$ cat src/hw/rtl/cmps_pkg.sv
// Shared constants, types and helper functions for the cat-map PC scrambler.
// Used by cmps_divider, cat_map_pc_scrambler_top, the checker and the testbench. No dependencies.
`timescale 1ns / 1ps

package cmps_pkg;

   localparam int GRID_SIDE      = 9;
   localparam int FORWARD_ROUNDS = 5;
   localparam int INVERSE_ROUNDS = 7;
   localparam int GRID_CELLS     = GRID_SIDE * GRID_SIDE;

   localparam int SIDE_W   = 4;
   localparam int CELL_W   = 8;
   localparam int PC_W     = 7;
   localparam int ROUND_W  = 4;
   localparam int ADDR_W   = 16;
   localparam int STRIDE_W = 4;

   localparam int DIV_STEPS = ADDR_W;
   localparam int DIV_CNT_W = 4;

   localparam logic [ADDR_W-1:0]   OFFSET_RESET = 16'h0240;
   localparam logic [STRIDE_W-1:0] STRIDE_RESET = 4'h9;

   localparam int CSR_IDX_W = 1;
   localparam logic [CSR_IDX_W-1:0] CSR_BASE_OFFSET = 1'b0;
   localparam logic [CSR_IDX_W-1:0] CSR_PAD_STRIDE  = 1'b1;

   localparam logic OP_ADVANCE  = 1'b0;
   localparam logic OP_REDIRECT = 1'b1;

   typedef struct packed {
      logic start;
   } div_ctl_type;

   typedef struct packed {
      logic busy;
      logic done;
   } div_stat_type;

   // v < 3*GRID_SIDE: two conditional subtracts
   function automatic logic [SIDE_W-1:0] mod_side(input logic [5:0] v);
      logic [5:0] g1;
      logic [5:0] g2;
      logic [5:0] r;
      g1 = 6'(GRID_SIDE);
      g2 = 6'(2 * GRID_SIDE);
      if (v >= g2) begin
         r = v - g2;
      end else if (v >= g1) begin
         r = v - g1;
      end else begin
         r = v;
      end
      return r[SIDE_W-1:0];
   endfunction

endpackage

$ cat src/hw/rtl/cmps_divider.sv
// Bit-serial restoring divider, 16-bit dividend by 4-bit divisor.
// Depends on cmps_pkg.
`timescale 1ns / 1ps

module cmps_divider (
   input  logic                            clock,
   input  logic                            reset,
   input  cmps_pkg::div_ctl_type           ctl,
   input  logic [cmps_pkg::ADDR_W-1:0]     dividend,
   input  logic [cmps_pkg::STRIDE_W-1:0]   divisor,
   output cmps_pkg::div_stat_type          stat,
   output logic [cmps_pkg::ADDR_W-1:0]     quotient,
   output logic [cmps_pkg::STRIDE_W-1:0]   remainder
);

   logic                              busy_ff, busy_in;
   logic                              done_ff, done_in;
   logic [cmps_pkg::DIV_CNT_W-1:0]    cnt_ff, cnt_in;
   logic [cmps_pkg::ADDR_W-1:0]       quo_ff, quo_in;
   logic [cmps_pkg::STRIDE_W-1:0]     rem_ff, rem_in;
   logic [cmps_pkg::STRIDE_W-1:0]     dsr_ff, dsr_in;
   logic [cmps_pkg::STRIDE_W:0]       trial;
   logic                              fits;

   assign trial = {rem_ff, quo_ff[cmps_pkg::ADDR_W-1]};
   assign fits  = (trial >= {1'b0, dsr_ff});

   always_comb begin
      busy_in = busy_ff;
      done_in = 1'b0;
      cnt_in  = cnt_ff;
      quo_in  = quo_ff;
      rem_in  = rem_ff;
      dsr_in  = dsr_ff;
      if (ctl.start) begin
         busy_in = 1'b1;
         cnt_in  = '0;
         quo_in  = dividend;
         rem_in  = '0;
         dsr_in  = divisor;
      end else if (busy_ff) begin
         quo_in = {quo_ff[cmps_pkg::ADDR_W-2:0], fits};
         rem_in = fits ? cmps_pkg::STRIDE_W'(trial - {1'b0, dsr_ff})
                       : trial[cmps_pkg::STRIDE_W-1:0];
         cnt_in = cnt_ff + 1'b1;
         if (cnt_ff == cmps_pkg::DIV_CNT_W'(cmps_pkg::DIV_STEPS - 1)) begin
            busy_in = 1'b0;
            done_in = 1'b1;
         end
      end
   end

   always_ff @(posedge clock) begin
      if (reset) begin
         busy_ff <= 1'b0;
         done_ff <= 1'b0;
         cnt_ff  <= '0;
      end else begin
         busy_ff <= busy_in;
         done_ff <= done_in;
         cnt_ff  <= cnt_in;
      end
      quo_ff <= quo_in;
      rem_ff <= rem_in;
      dsr_ff <= dsr_in;
   end

   assign stat.busy = busy_ff;
   assign stat.done = done_ff;
   assign quotient  = quo_ff;
   assign remainder = rem_ff;

endmodule

$ cat src/hw/rtl/cat_map_pc_scrambler_top.sv
// Top level of the cat-map PC scrambler: sequencer, cat-map round unit, output register.
// Depends on cmps_pkg and cmps_divider.
`timescale 1ns / 1ps

// Keeps a virtual PC on a 9x9 grid and returns a scrambled fetch address per
// beat. One beat is in work at a time; req_tready is high only while idle. An
// advance splits the counter into grid coordinates by repeated subtraction, runs
// one cat-map round at a time on the shared round unit, then scale, offset and
// result. A redirect runs the bit-serial stride divider before the split, then
// 7 rounds, and skips scale and offset; a faulting redirect goes to result
// straight from idle or after the divider.
// A finished beat waits in the output register while the next one is taken.
module cat_map_pc_scrambler_top (
   input  logic        clock,
   input  logic        reset,
   input  logic        csr_we,
   input  logic [0:0]  csr_index,
   input  logic [15:0] csr_wdata,
   input  logic        req_tvalid,
   output logic        req_tready,
   input  logic [15:0] req_tdata,   // [15:0] target_address
   input  logic [0:0]  req_tuser,   // [0] op
   output logic        rsp_tvalid,
   input  logic        rsp_tready,
   output logic [23:0] rsp_tdata,   // [15:0] jump_address, [22:16] virtual_count, [23] zero
   output logic [0:0]  rsp_tuser    // [0] fault
);

   typedef enum logic [6:0] {
      ST_IDLE   = 7'b0000001,
      ST_DIVIDE = 7'b0000010,
      ST_SPLIT  = 7'b0000100,
      ST_ROUND  = 7'b0001000,
      ST_SCALE  = 7'b0010000,
      ST_OFFSET = 7'b0100000,
      ST_RESULT = 7'b1000000
   } state_type;

   localparam int AW = cmps_pkg::ADDR_W;
   localparam int SW = cmps_pkg::SIDE_W;
   localparam int CW = cmps_pkg::CELL_W;
   localparam int PW = cmps_pkg::PC_W;
   localparam int RW = cmps_pkg::ROUND_W;
   localparam int TW = cmps_pkg::STRIDE_W;
   localparam int MW = CW + TW;

   state_type           state_ff, state_in;
   logic [AW-1:0]       offset_ff, offset_in;
   logic [TW-1:0]       stride_ff, stride_in;
   logic [PW-1:0]       pc_ff, pc_in;
   logic                op_ff, op_in;
   logic [AW-1:0]       target_ff, target_in;
   logic                fault_ff, fault_in;
   logic [CW-1:0]       slot_ff, slot_in;
   logic [SW-1:0]       x_ff, x_in;
   logic [SW-1:0]       y_ff, y_in;
   logic [RW-1:0]       round_ff, round_in;
   logic [MW-1:0]       prod_ff, prod_in;
   logic [AW-1:0]       jump_ff, jump_in;
   logic                rsp_valid_ff, rsp_valid_in;
   logic [AW-1:0]       rsp_jump_ff, rsp_jump_in;
   logic [PW-1:0]       rsp_count_ff, rsp_count_in;
   logic                rsp_fault_ff, rsp_fault_in;

   cmps_pkg::div_ctl_type  div_ctl;
   cmps_pkg::div_stat_type div_stat;
   logic [AW-1:0]          div_quo;
   logic [TW-1:0]          div_rem;

   logic                   req_accept;
   logic [CW-1:0]          pc_plus;
   logic [PW-1:0]          pc_next;
   logic [CW-1:0]          slot_join;
   logic [RW-1:0]          round_lim;
   logic [SW-1:0]          x_step, y_step;

   assign req_tready = (state_ff == ST_IDLE);
   assign req_accept = req_tvalid && req_tready;

   assign pc_plus   = {1'b0, pc_ff} + 1'b1;
   assign pc_next   = (pc_plus >= CW'(cmps_pkg::GRID_CELLS)) ? '0 : pc_plus[PW-1:0];
   assign slot_join = CW'(CW'(cmps_pkg::GRID_SIDE) * {{(CW-SW){1'b0}}, x_ff})
                      + {{(CW-SW){1'b0}}, y_ff};
   assign round_lim = (op_ff == cmps_pkg::OP_REDIRECT) ? RW'(cmps_pkg::INVERSE_ROUNDS)
                                                       : RW'(cmps_pkg::FORWARD_ROUNDS);
   assign x_step = cmps_pkg::mod_side({1'b0, x_ff, 1'b0} + {2'b00, y_ff});
   assign y_step = cmps_pkg::mod_side({2'b00, x_ff} + {2'b00, y_ff});

   cmps_divider u_div (
      .clock     (clock),
      .reset     (reset),
      .ctl       (div_ctl),
      .dividend  (target_ff - offset_ff),
      .divisor   (stride_ff),
      .stat      (div_stat),
      .quotient  (div_quo),
      .remainder (div_rem)
   );

   always_comb begin
      state_in     = state_ff;
      offset_in    = offset_ff;
      stride_in    = stride_ff;
      pc_in        = pc_ff;
      op_in        = op_ff;
      target_in    = target_ff;
      fault_in     = fault_ff;
      slot_in      = slot_ff;
      x_in         = x_ff;
      y_in         = y_ff;
      round_in     = round_ff;
      prod_in      = prod_ff;
      jump_in      = jump_ff;
      rsp_valid_in = rsp_valid_ff && !rsp_tready;
      rsp_jump_in  = rsp_jump_ff;
      rsp_count_in = rsp_count_ff;
      rsp_fault_in = rsp_fault_ff;
      div_ctl.start = 1'b0;

      if (csr_we) begin
         unique case (csr_index)
            cmps_pkg::CSR_BASE_OFFSET: offset_in = csr_wdata;
            cmps_pkg::CSR_PAD_STRIDE:  stride_in = csr_wdata[TW-1:0];
            default: ;
         endcase
      end

      unique case (state_ff)
         ST_IDLE: begin
            if (req_accept) begin
               op_in     = req_tuser[0];
               target_in = req_tdata;
               fault_in  = 1'b0;
               x_in      = '0;
               jump_in   = req_tdata;
               if (req_tuser[0] == cmps_pkg::OP_ADVANCE) begin
                  pc_in    = pc_next;
                  slot_in  = {1'b0, pc_next};
                  state_in = ST_SPLIT;
               end else if (stride_ff == '0 || req_tdata < offset_ff) begin
                  fault_in = 1'b1;
                  state_in = ST_RESULT;
               end else begin
                  state_in = ST_DIVIDE;
               end
            end
         end
         ST_DIVIDE: begin
            if (!div_stat.busy && !div_stat.done) begin
               div_ctl.start = 1'b1;
            end else if (div_stat.done) begin
               slot_in = div_quo[CW-1:0];
               if (div_rem != '0 || div_quo >= AW'(cmps_pkg::GRID_CELLS)) begin
                  fault_in = 1'b1;
                  state_in = ST_RESULT;
               end else begin
                  state_in = ST_SPLIT;
               end
            end
         end
         ST_SPLIT: begin
            if (slot_ff >= CW'(cmps_pkg::GRID_SIDE)) begin
               slot_in = slot_ff - CW'(cmps_pkg::GRID_SIDE);
               x_in    = x_ff + 1'b1;
            end else begin
               y_in     = slot_ff[SW-1:0];
               round_in = '0;
               state_in = ST_ROUND;
            end
         end
         ST_ROUND: begin
            if (round_ff == round_lim) begin
               if (op_ff == cmps_pkg::OP_REDIRECT) begin
                  pc_in    = slot_join[PW-1:0];
                  state_in = ST_RESULT;
               end else begin
                  state_in = ST_SCALE;
               end
            end else begin
               x_in     = x_step;
               y_in     = y_step;
               round_in = round_ff + 1'b1;
            end
         end
         ST_SCALE: begin
            prod_in  = MW'(MW'(slot_join) * MW'(stride_ff));
            state_in = ST_OFFSET;
         end
         ST_OFFSET: begin
            jump_in  = offset_ff + AW'(prod_ff);
            state_in = ST_RESULT;
         end
         ST_RESULT: begin
            if (!rsp_valid_ff || rsp_tready) begin
               rsp_valid_in = 1'b1;
               rsp_jump_in  = jump_ff;
               rsp_count_in = pc_ff;
               rsp_fault_in = fault_ff;
               state_in     = ST_IDLE;
            end
         end
         default: state_in = ST_IDLE;
      endcase
   end

   always_ff @(posedge clock) begin
      if (reset) begin
         state_ff     <= ST_IDLE;
         offset_ff    <= cmps_pkg::OFFSET_RESET;
         stride_ff    <= cmps_pkg::STRIDE_RESET;
         pc_ff        <= '0;
         rsp_valid_ff <= 1'b0;
      end else begin
         state_ff     <= state_in;
         offset_ff    <= offset_in;
         stride_ff    <= stride_in;
         pc_ff        <= pc_in;
         rsp_valid_ff <= rsp_valid_in;
      end
      op_ff        <= op_in;
      target_ff    <= target_in;
      fault_ff     <= fault_in;
      slot_ff      <= slot_in;
      x_ff         <= x_in;
      y_ff         <= y_in;
      round_ff     <= round_in;
      prod_ff      <= prod_in;
      jump_ff      <= jump_in;
      rsp_jump_ff  <= rsp_jump_in;
      rsp_count_ff <= rsp_count_in;
      rsp_fault_ff <= rsp_fault_in;
   end

   assign rsp_tvalid   = rsp_valid_ff;
   assign rsp_tdata    = {1'b0, rsp_count_ff, rsp_jump_ff};
   assign rsp_tuser[0] = rsp_fault_ff;

   // divider only runs while the sequencer waits on it
   a_div_in_divide: assert property (@(posedge clock) disable iff (reset)
      (div_stat.busy || div_stat.done) |-> (state_ff == ST_DIVIDE))
      else $error("divider active outside divide state");

   // only a redirect can fault
   a_fault_redirect: assert property (@(posedge clock) disable iff (reset)
      (state_ff == ST_RESULT && fault_ff) |-> (op_ff == cmps_pkg::OP_REDIRECT))
      else $error("fault raised on advance");

   // counter stays on the grid
   a_pc_range: assert property (@(posedge clock) disable iff (reset)
      ({1'b0, pc_ff} < CW'(cmps_pkg::GRID_CELLS)) || (cmps_pkg::GRID_CELLS > 128))
      else $error("virtual pc off grid");

   // a finished beat is never dropped while unread
   a_rsp_hold: assert property (@(posedge clock) disable iff (reset)
      (rsp_valid_ff && !rsp_tready) |=> (rsp_valid_ff && $stable(rsp_jump_ff)))
      else $error("pending response lost");

endmodule

$ cat config.mk
export PLATFORM = sky130hd
export DESIGN_NAME = cat_map_pc_scrambler_top
export DESIGN_NICKNAME = d
export VERILOG_FILES = /design/src/hw/rtl/cmps_pkg.sv /design/src/hw/rtl/cmps_divider.sv /design/src/hw/rtl/cat_map_pc_scrambler_top.sv
export SDC_FILE = /design/constraint.sdc
export NUM_CORES = 1
export LEC_CHECK = 0
export BUFFER_PORTS_ARGS = -buffer_cell sky130_fd_sc_hd__buf_2
export CORE_MARGIN = 5
export CORE_UTILIZATION = 50
export DETAILED_ROUTE_END_ITERATION = 8
export GPL_TIMING_DRIVEN = 0
export PLACE_DENSITY = 0.68
export SETUP_SLACK_MARGIN = 0.15
export SYNTH_ARGS = -nofsm -noshare
export SYNTH_HDL_FRONTEND = slang
export SYNTH_SLANG_ARGS = --single-unit
$ cat constraint.sdc
create_clock -name clock -period 4.97 [get_ports clock]
set_clock_uncertainty 0.05 [all_clocks]
set_input_delay 0.994 -clock clock [delete_from_list [all_inputs] [get_ports clock]]
set_output_delay 0.994 -clock clock [all_outputs]
set_load 0.02 [all_outputs]
==> key figures, run 1 <==
Placement
  – GP Congestion: 0.913
  – Placed Area: 0.0107 sq mm
  – Placed cells: 1337
  – Port bufs: 64
  – Post-DP HPWL: 18000 um
  – Worst slack at placement: -0.290 ns

Power
  – Max VDD drop: 0.322 mV
  – Comb pwr share: 47.7%
  – Power, Total: 5.98 mW
  – Clock power frac: 21.9%
  – Pleak: 4.72 nW
  – Net Switching: 2.28 mW
  – Flop pwr share: 30.5%
  – Pint: 3.71 mW
  – Pwr Density: 517 mW/mm^2
  – Switching share of total power: 38.0%

Cells and area
  – Area Growth Syn to Fin: 15.7%
  – Post-layout nets: 1257
  – Layout Utilization: 59.0%
  – Diode count: 0
  – Post-route cell area: 0.0116 sq mm
  – Share of post-route cells with drive strength above 1: 14.2%
  – Fill count: 1672
  – Fin cells: 1382

Setup path
  – Sequence of cells on the critical path: buf_6, ha_4, ha_4, fa_2, a2111oi_4, a211oi_4, buf_4, and2_1, fa_1, inv_1, fa_1, inv_1, ha_1, or4_4, a31o_2, a21oi_2, xnor2_1
  – Worst Setup Start Kind: register
  – Critical Path Max Stage Delay: 0.53 ns
  – Data arrival, critical path: 4.91 ns
  – CP endpoint kind: register
  – Crit path kind: reg -> reg
  – Critical Path RT: 5.10 ns
  – Crit Path Max Fanout: 4
  – Slowest CP cell: fa_1

Route
  – Wire length per cell: 17.2 um
  – ANT nets after route: 0
  – TritonRoute pass-1 iters: 5
  – Routed Wire Length: 23700 um
  – DR vias: 7664
  – DRC errors left: 0
  – Vias per std cell: 5.55
  – 1st-iter DRT viols: 567

Clock tree
  – CTS Root Cell: clkbuf_16
  – Reg clk slew, reported paths: 0.07 ns
  – CTS tree: done
  – Clk_lat worst skew: 0.43 ns
  – Clk buf depth: 2
  – Cts bufs inserted: 17
  – H-tree depth: 4
  – Clock Sinks: 155

Logic synthesis
  – Avg Synthesized Cell Area: 9.92 sq um
  – FF+latch count, synth: 155
  – Asr flop ratio synth: 0%
  – Netlist cell types: 66
  – Primary FF master, synth: edfxtp_1
  – Yosys warns: 0
  – Mapped Cells: 1007
  – Seq/Total Area, Yosys: 42.1%
  – Mapped Nets: 1160
  – Mapped Area: 0.00999 sq mm
  – Post-synth EDFFs: 110

Die
  – Initial core utilization: 51.0%
  – Height of the die: 151 um
  – Core ar.: 0.0196 sq mm
  – # rows: 51
  – Die Span X: 151 um
  – Ports: 66
  – Die area: 0.0229 sq mm

Timing
  – Hold WS: 0.371 ns
  – Slew margin rel.: 17.1%
  – RSZ-0062 raised after global routing: yes
  – Final setup vio count: 0
  – FMAX: 209 MHz
  – TNS Setup: 0 ns
  – Worst setup margin: 0.193 ns
  – Slew Viols, Final: 0
  – Period utilization: 96.1%
  – Final Hold Viols: 0
  – Minimum clock period: 4.78 ns
  – Least-Margin Pin Slew: 1.23 ns

Global route
  – GRT Overall Usage: 21.6%
  – Largest net degree at the start of global routing: 18
  – Antenna violations before repair: 0
  – First-pass GRT wire length: 38300 um
  – Total global routing overflow: 0
  – Vias in the first global route: 7452

Worst hold path
  – Min-Delay Path Class: reg -> reg

Run status
  – Status: finished clean

Job
  – Max-Cap Viols: 0
==> critical path: cells and delay by family, from the launching register on <==
kind	cells	cell delay (ns)
xor gates and xnor gates	1	0.08
and+or+nand+nor	2	0.69
adders and majority gates	6	1.98
DFF	1	0.48
buffers and inverters	4	0.44
AOI/OAI and AO/OA	4	0.81
==> placed cells by master, fill, tap and decap left out, types with 5 or more instances in the layout <==
cell	synthesis	routed
nor4_1	6	6
and3_1	8	8
nor2b_1	17	16
a31oi_1	6	6
o21ai_2	6	6
fa_1	19	17
xnor2_1	39	37
dfxtp_1	45	45
xor2_1	27	25
o21ai_1	8	10
clkinv_4	0	5
o211ai_1	5	5
nand4_1	8	8
ha_4	0	7
and2_1	24	24
clkbuf_16	0	18
a21boi_0	5	5
ha_1	95	88
nand3_1	16	16
nand2_1	120	120
buf_4	1	13
nor3_1	19	19
a211oi_1	16	14
a22oi_1	6	6
a211o_1	8	8
a21oi_1	67	65
edfxtp_1	110	110
nor2_1	55	55
nand2b_1	15	15
o21ai_0	48	46
mux2_2	6	6
or4_1	9	8
clkbuf_1	23	23
buf_2	2	66
a21o_1	18	18
inv_1	69	68
o21a_1	9	9
==> synthesized netlist by cell type (5+ instances only) <==
library cell / n / area share (%)
mux2_2: 6 / 0.68
nand4_1: 8 / 0.50
xnor2_1: 39 / 3.4
a21o_1: 18 / 1.4
nor4_1: 6 / 0.38
a211oi_1: 16 / 1.2
a211o_1: 8 / 0.70
nor3_1: 19 / 0.95
inv_1: 69 / 2.6
a21boi_0: 5 / 0.38
or4_1: 9 / 0.68
nand2_1: 120 / 4.5
fa_1: 19 / 3.8
edfxtp_1: 110 / 33
a22oi_1: 6 / 0.45
nor2b_1: 17 / 1.1
o21ai_1: 8 / 0.40
clkbuf_1: 23 / 0.86
ha_1: 95 / 12
nand2b_1: 15 / 0.94
nor2_1: 55 / 2.1
a31oi_1: 6 / 0.38
a21oi_1: 67 / 3.4
nand3_1: 16 / 0.80
dfxtp_1: 45 / 9.0
and3_1: 8 / 0.50
o21a_1: 9 / 0.68
o21ai_0: 48 / 2.4
o21ai_2: 6 / 0.53
and2_1: 24 / 1.5
xor2_1: 27 / 2.4
o211ai_1: 5 / 0.38
==> state kept, by name (all words and copies together), names as in the netlist, 7 cells and up <==
signal	count
state_ff	7
rsp_jump_ff	16
target_ff	16
offset_ff	16
slot_ff	8
pc_ff	7
u_div.quotient	16
rsp_count_ff	7
jump_ff	16
prod_ff	12
==> worst paths after layout <==
| check | from | end | slack, ns | depth (start not counted) |
|---|---|---|---|---|
| worst max-delay path | x_ff[0]$_DFFE_PP_ | prod_ff[11]$_DFFE_PN_ | 0.19 | 17 |
| worst min-delay path | jump_ff[13]$_DFFE_PP_ | rsp_jump_ff[13]$_DFFE_PP_ | 0.37 | 0 |
| worst max register to register | x_ff[0]$_DFFE_PP_ | prod_ff[11]$_DFFE_PN_ | 0.19 | 17 |
| worst min register to register | jump_ff[13]$_DFFE_PP_ | rsp_jump_ff[13]$_DFFE_PP_ | 0.37 | 0 |
==> cell type report <==
class / instances / area, sq um / share of cell area [%]
Buffer: 30 / 141 / 1.22
Clock buffer: 21 / 492 / 4.25
Clock inverter: 11 / 109 / 0.941
Inverter: 69 / 259 / 2.24
Multi-Input combinational cell: 753 / 5580 / 48.2
Sequential cell: 155 / 4200 / 36.4
Tap cell: 265 / 332 / 2.87
Timing Repair Buffer: 78 / 449 / 3.88
==> power groups by stage <==
| stage | Combinational (mW) | Clock, mW | Sequential, mW |
|---|---|---|---|
| 3_5_place_dp | 2.52 | 0 | 1.86 |
| 4_1_cts | 2.85 | 1.32 | 1.82 |
| 3_3_place_gp | 2.48 | 0 | 1.86 |
| 5_1_grt | 3.20 | 1.39 | 1.84 |
| 2_1_floorplan | 1.98 | 0 | 1.81 |
| 6_report | 2.85 | 1.31 | 1.82 |
==> kinds of logic after synthesis <==
logic type / share of synthesized area (%)
AO/OA/AOI/OAI: 15.6
multiplexers: 1.08
AND/OR/NAND/NOR: 15.7
XOR/XNOR: 5.78
flip-flops: 42.1
other: 0.0375
adder cells (fa/ha/maj): 15.7
buffers and inverters: 4.01
==> per-layer routing <==
metal,wire [um],up-vias,global-route usage [%]
li1,-,3829,-
met1,11300,3646,30.3
met2,11000,154,34.2
met3,942,35,3.20
met4,450,0,7.30
met5,0,-,0
==> repair_timing <==
item / 4_1_cts / 5_1_grt
resized for setup: 26 / 1
hold buffers: 0 / 0
setup endpoints to repair: 3 / 2
pin swaps: 11 / 3
buffers inserted: 13 / 0
Note: power is estimated with default switching activity, not from simulation.
==> run 2, diff against run 1 <==
--- a/config.mk
+++ b/config.mk
@@ -14,4 +14,5 @@
 export SETUP_SLACK_MARGIN = 0.15
 export SYNTH_ARGS = -nofsm -noshare
 export SYNTH_HDL_FRONTEND = slang
+export SYNTH_HIERARCHICAL = 1
 export SYNTH_SLANG_ARGS = --single-unit
==> run 2 against run 1 <==
Clock power down 7%. Via count up 6.2%. Combinational power down 8.8%. Cell count up 3.5%. Final area up 2.6%. Maximum frequency up 2.2%. Critical endpoint is now prod_ff[10]$_DFFE_PN_. Highest routed layer unchanged.
==> key figures, run 2 <==
Run status
  – Status: finished clean

Logic synthesis
  – Seq/Total Area, Yosys: 40.6% (-1.5 points)
  – Primary FF master, synth: edfxtp_1
  – Compound-Gate Fraction of Synth Area: 16.1% (+0.45 points)
  – Area leader, netlist: edfxtp_1
  – Simple-Gate Fraction of Synth Area: 16.6% (+0.92 points)
  – Yosys warns: 6 (+6)
  – Synth top area cells: edfxtp_1, ha_1, dfxtp_1
  – Synth top area share: 31.9% (-1.1 points)
  – Mapped Cells: 1049 (+4.2%)
  – Most frequent cells after synthesis: nand2_1, edfxtp_1, ha_1
  – Post-synthesis xor/xnor area fraction: 4.64% (-1.1 points)
  – FF+latch count, synth: 155 (unchanged)
  – Asr flop ratio synth: 0% (unchanged)
  – Post-synth EDFFs: 110 (unchanged)
  – Synth Area in Adders: 15.2% (-0.54 points)
  – Mux contribution to synthesized area: 2.54% (+1.5 points)
  – Mapped Nets: 1202 (+3.6%)
  – Largest family of logic cells by synthesized area: simple AND/OR/NAND/NOR gates
  – Mapped Area: 0.0104 sq mm (+3.6%)
  – Avg Synthesized Cell Area: 9.87 sq um (-0.57%)
  – Netlist cell types: 89 (+35%)
  – Most frequent cell after synthesis: nand2_1

Cells and area
  – Share of post-route cells with drive strength above 1: 15.7% (+1.4 points)
  – Diode count: 0 (unchanged)
  – Area Growth Syn to Fin: 14.7%
  – Post-layout nets: 1301 (+3.5%)
  – Fill count: 1778 (+6.3%)
  – Commonest non-fill, non-tap cells in the layout: nand2_1, edfxtp_1, ha_1
  – Commonest non-fill, non-tap cell in the layout: nand2_1

Route
  – Met2 Routed Length: 11400 um (+3.8%)
  – Met3 Wirelength: 1230 um (+30%)
  – TritonRoute pass-1 iters: 5 (unchanged)
  – Wire length per cell: 17.2 um (about the same)
  – DR vias: 8141 (+6.2%)
  – 1st-iter DRT viols: 616 (+8.6%)
  – Post-Route M1 WL: 11600 um (+2.0%)
  – ANT nets after route: 0 (unchanged)
  – Max layer used: met4
  – DRC errors left: 0 (unchanged)
  – Vias per std cell: 5.69 (+2.6%)
  – Routed Wire Length: 24600 um (+3.6%)

Setup path
  – Critical Path RT: 5.10 ns (about the same)
  – Data arrival, critical path: 4.81 ns (-0.10 ns)
  – Reg-to-reg critical path startpoint: x_ff[0]$_DFFE_PP_
  – Crit Path Max Fanout: 5 (+1)
  – Slack of the worst reg-to-reg path: 0.29 ns (+0.10 ns)
  – R2R depth: 15 (-2)
  – CP endpoint kind: register
  – Worst Setup Start Kind: register
  – Worst reg2reg endpoint: prod_ff[10]$_DFFE_PN_
  – Crit path kind: reg -> reg

Power
  – Switching share of total power: 38.0% (-0.087 points)
  – Clock power frac: 21.6% (-0.3 points)
  – Comb pwr share: 45.8% (-1.9 points)
  – Power, Total: 5.67 mW (-5.3%)
  – Flop pwr share: 32.6% (+2.1 points)
  – Pwr Density: 477 mW/mm^2 (-7.7%)
  – Net Switching: 2.15 mW (-5.5%)
  – Max VDD drop: 0.309 mV (-3.9%)
  – Pleak: 4.76 nW (+0.77%)
  – Pint: 3.52 mW (-5.2%)

Job
  – Max-Cap Viols: 0 (unchanged)

Clock tree
  – Clk buf depth: 2 (unchanged)
  – Clk_lat worst skew: 0.43 ns (about the same)
  – Hold Buf Count CTS: 0 (unchanged)
  – CTS tree: done
  – H-tree depth: 4 (unchanged)
  – Reg clk slew, reported paths: 0.07 ns (about the same)
  – Cts bufs inserted: 17 (unchanged)
  – Clock Sinks: 155 (unchanged)
  – CTS Root Cell: clkbuf_16

Timing
  – Final setup vio count: 0 (unchanged)
  – Slew margin rel.: 23.6% (+6.5 points)
  – Worst setup margin: 0.294 ns (+0.101 ns)
  – Slew Viols, Final: 0 (unchanged)
  – RSZ-0062 raised after global routing: no
  – FMAX: 214 MHz (+2.2%)
  – Least-Margin Pin Slew: 1.14 ns (-0.0961 ns)
  – Minimum clock period: 4.68 ns (-0.101 ns)
  – Period utilization: 94.1% (-2.0 points)
  – Final Hold Viols: 0 (unchanged)
  – Hold WS: 0.368 ns (-0.00295 ns)

Worst hold path
  – Min-Delay Path Class: reg -> reg
  – Hold path cells: 0 (unchanged)
  – WHS Endpoint: rsp_jump_ff[10]$_DFFE_PP_
  – Worst hold path startpoint: jump_ff[10]$_DFFE_PP_

Die
  – Height of the die: 154 um (+1.7%)
  – Die area: 0.0237 sq mm (+3.3%)
  – Ports: 66 (unchanged)
  – # rows: 52 (+2.0%)
  – Initial core utilization: 51.0% (about the same)
  – Die Span X: 154 um (+1.7%)
  – Core ar.: 0.0203 sq mm (+3.6%)

Global route
  – GRT Overall Usage: 20.7% (-0.85 points)
  – First-pass GRT wire length: 39500 um (+3.1%)
  – Vias in the first global route: 7733 (+3.8%)
  – Total global routing overflow: 0 (unchanged)
  – Largest net degree at the start of global routing: 18 (unchanged)
  – Antenna violations before repair: 0 (unchanged)

Placement
  – Port bufs: 64 (unchanged)
  – Post-DP HPWL: 18900 um (+5.3%)
  – GP Congestion: 0.949 (+3.9%)
  – Worst slack at placement: -0.144 ns (+0.145 ns)
-- run 2: cell count changes in the layout (fill, tap and decap cells not counted), sizes merged, moves of 6 or more --
cell,before,now
inv,71,85
mux2,6,18
nand2,120,131
a21oi,67,57
nor2,55,65
nand3,16,25
xnor2,39,30
clkbuf,44,36
nand2b,15,7
and2,24,17
o21ai,62,55
and3,8,14
buf,85,91
nor2b,17,23
-- run 2: layout make-up --
type                       instances  area, sq um  area share, %
buffer                            29          135           1.14
clock buffer                      18          429           3.62
clock inverter                    14          121           1.02
inverter                          83          312           2.62
multi-input combinational        782         5880           49.6
sequential                       155         4200           35.4
tap                              270          338           2.85
timing repair buffer              80          448           3.77
-- run 2: per-stage QoR --
step	setup TNS [ns]	utilization (%)	cells	instance area, sq um
global route	0	58.5	1431	11900
finish	0	58.5	1431	11900
global placement	-0.217	54.2	1383	11000
CTS	0	57.7	1424	11700
floorplan	0	-	1049	10400
detailed placement	-0.325	54.4	1385	11000
-- run 2: cells by family (layout without fill, tap and decap cells) --
logic type,after synthesis,after routing
adder cells (fa/ha/maj),114,114
AND/OR/NAND/NOR,351,351
buffers and inverters,112,224
AO/OA/AOI/OAI,238,238
multiplexers,24,24
other,1,1
XOR/XNOR,54,54
flip-flops,155,155
-- run 2: layer usage --
| layer | up-vias | global-route usage, % |
|---|---|---|
| li1 | 4001 | - |
| met5 | - | 0 |
| met1 | 3924 | 29.5 |
| met3 | 23 | 3.06 |
| met4 | 0 | 6.14 |
| met2 | 193 | 32.9 |
-- run 2: worst max-delay path: stages, from the launching register on --
cell	delay, ns
edfxtp_1	0.54
ha_4	0.34
ha_4	0.21
ha_4	0.29
xor2_2	0.35
nand2_1	0.13
fa_1	0.48
fa_1	0.54
inv_1	0.04
ha_1	0.33
a21o_1	0.19
a21oi_1	0.20
nor2b_1	0.07
o21a_1	0.18
o41a_1	0.33
xor2_1	0.15
-- run 2: worst max path at each step --
stage	startpoint	slack, ns	cells after the start	end
5_1_grt	x_ff[0]$_DFFE_PP_	0.14	18	prod_ff[11]$_DFFE_PN_
4_1_cts	x_ff[1]$_DFFE_PP_	0.15	18	prod_ff[11]$_DFFE_PN_
3_5_place_dp	x_ff[1]$_DFFE_PP_	-0.14	18	prod_ff[11]$_DFFE_PN_
2_1_floorplan	x_ff[1]$_DFFE_PP_	0.40	18	prod_ff[11]$_DFFE_PN_
6_report	x_ff[0]$_DFFE_PP_	0.29	15	prod_ff[10]$_DFFE_PN_
3_3_place_gp	x_ff[0]$_DFFE_PP_	-0.13	16	prod_ff[10]$_DFFE_PN_
-- run 2: power groups by stage --
stage	Sequential (mW)	Clock, mW	Combinational, mW
floorplan	1.82	0	1.80
global placement	1.88	0	2.26
detailed placement	1.88	0	2.31
CTS	1.84	1.24	2.43
global route	1.87	1.30	2.91
finish	1.85	1.22	2.60
-- run 2: timing repair --
action / 4_1_cts / 5_1_grt
pin swaps: 1 / 10
gates resized for setup: 12 / 17
buffers inserted: 7 / 7
endpoints found under the setup margin: 4 / 3
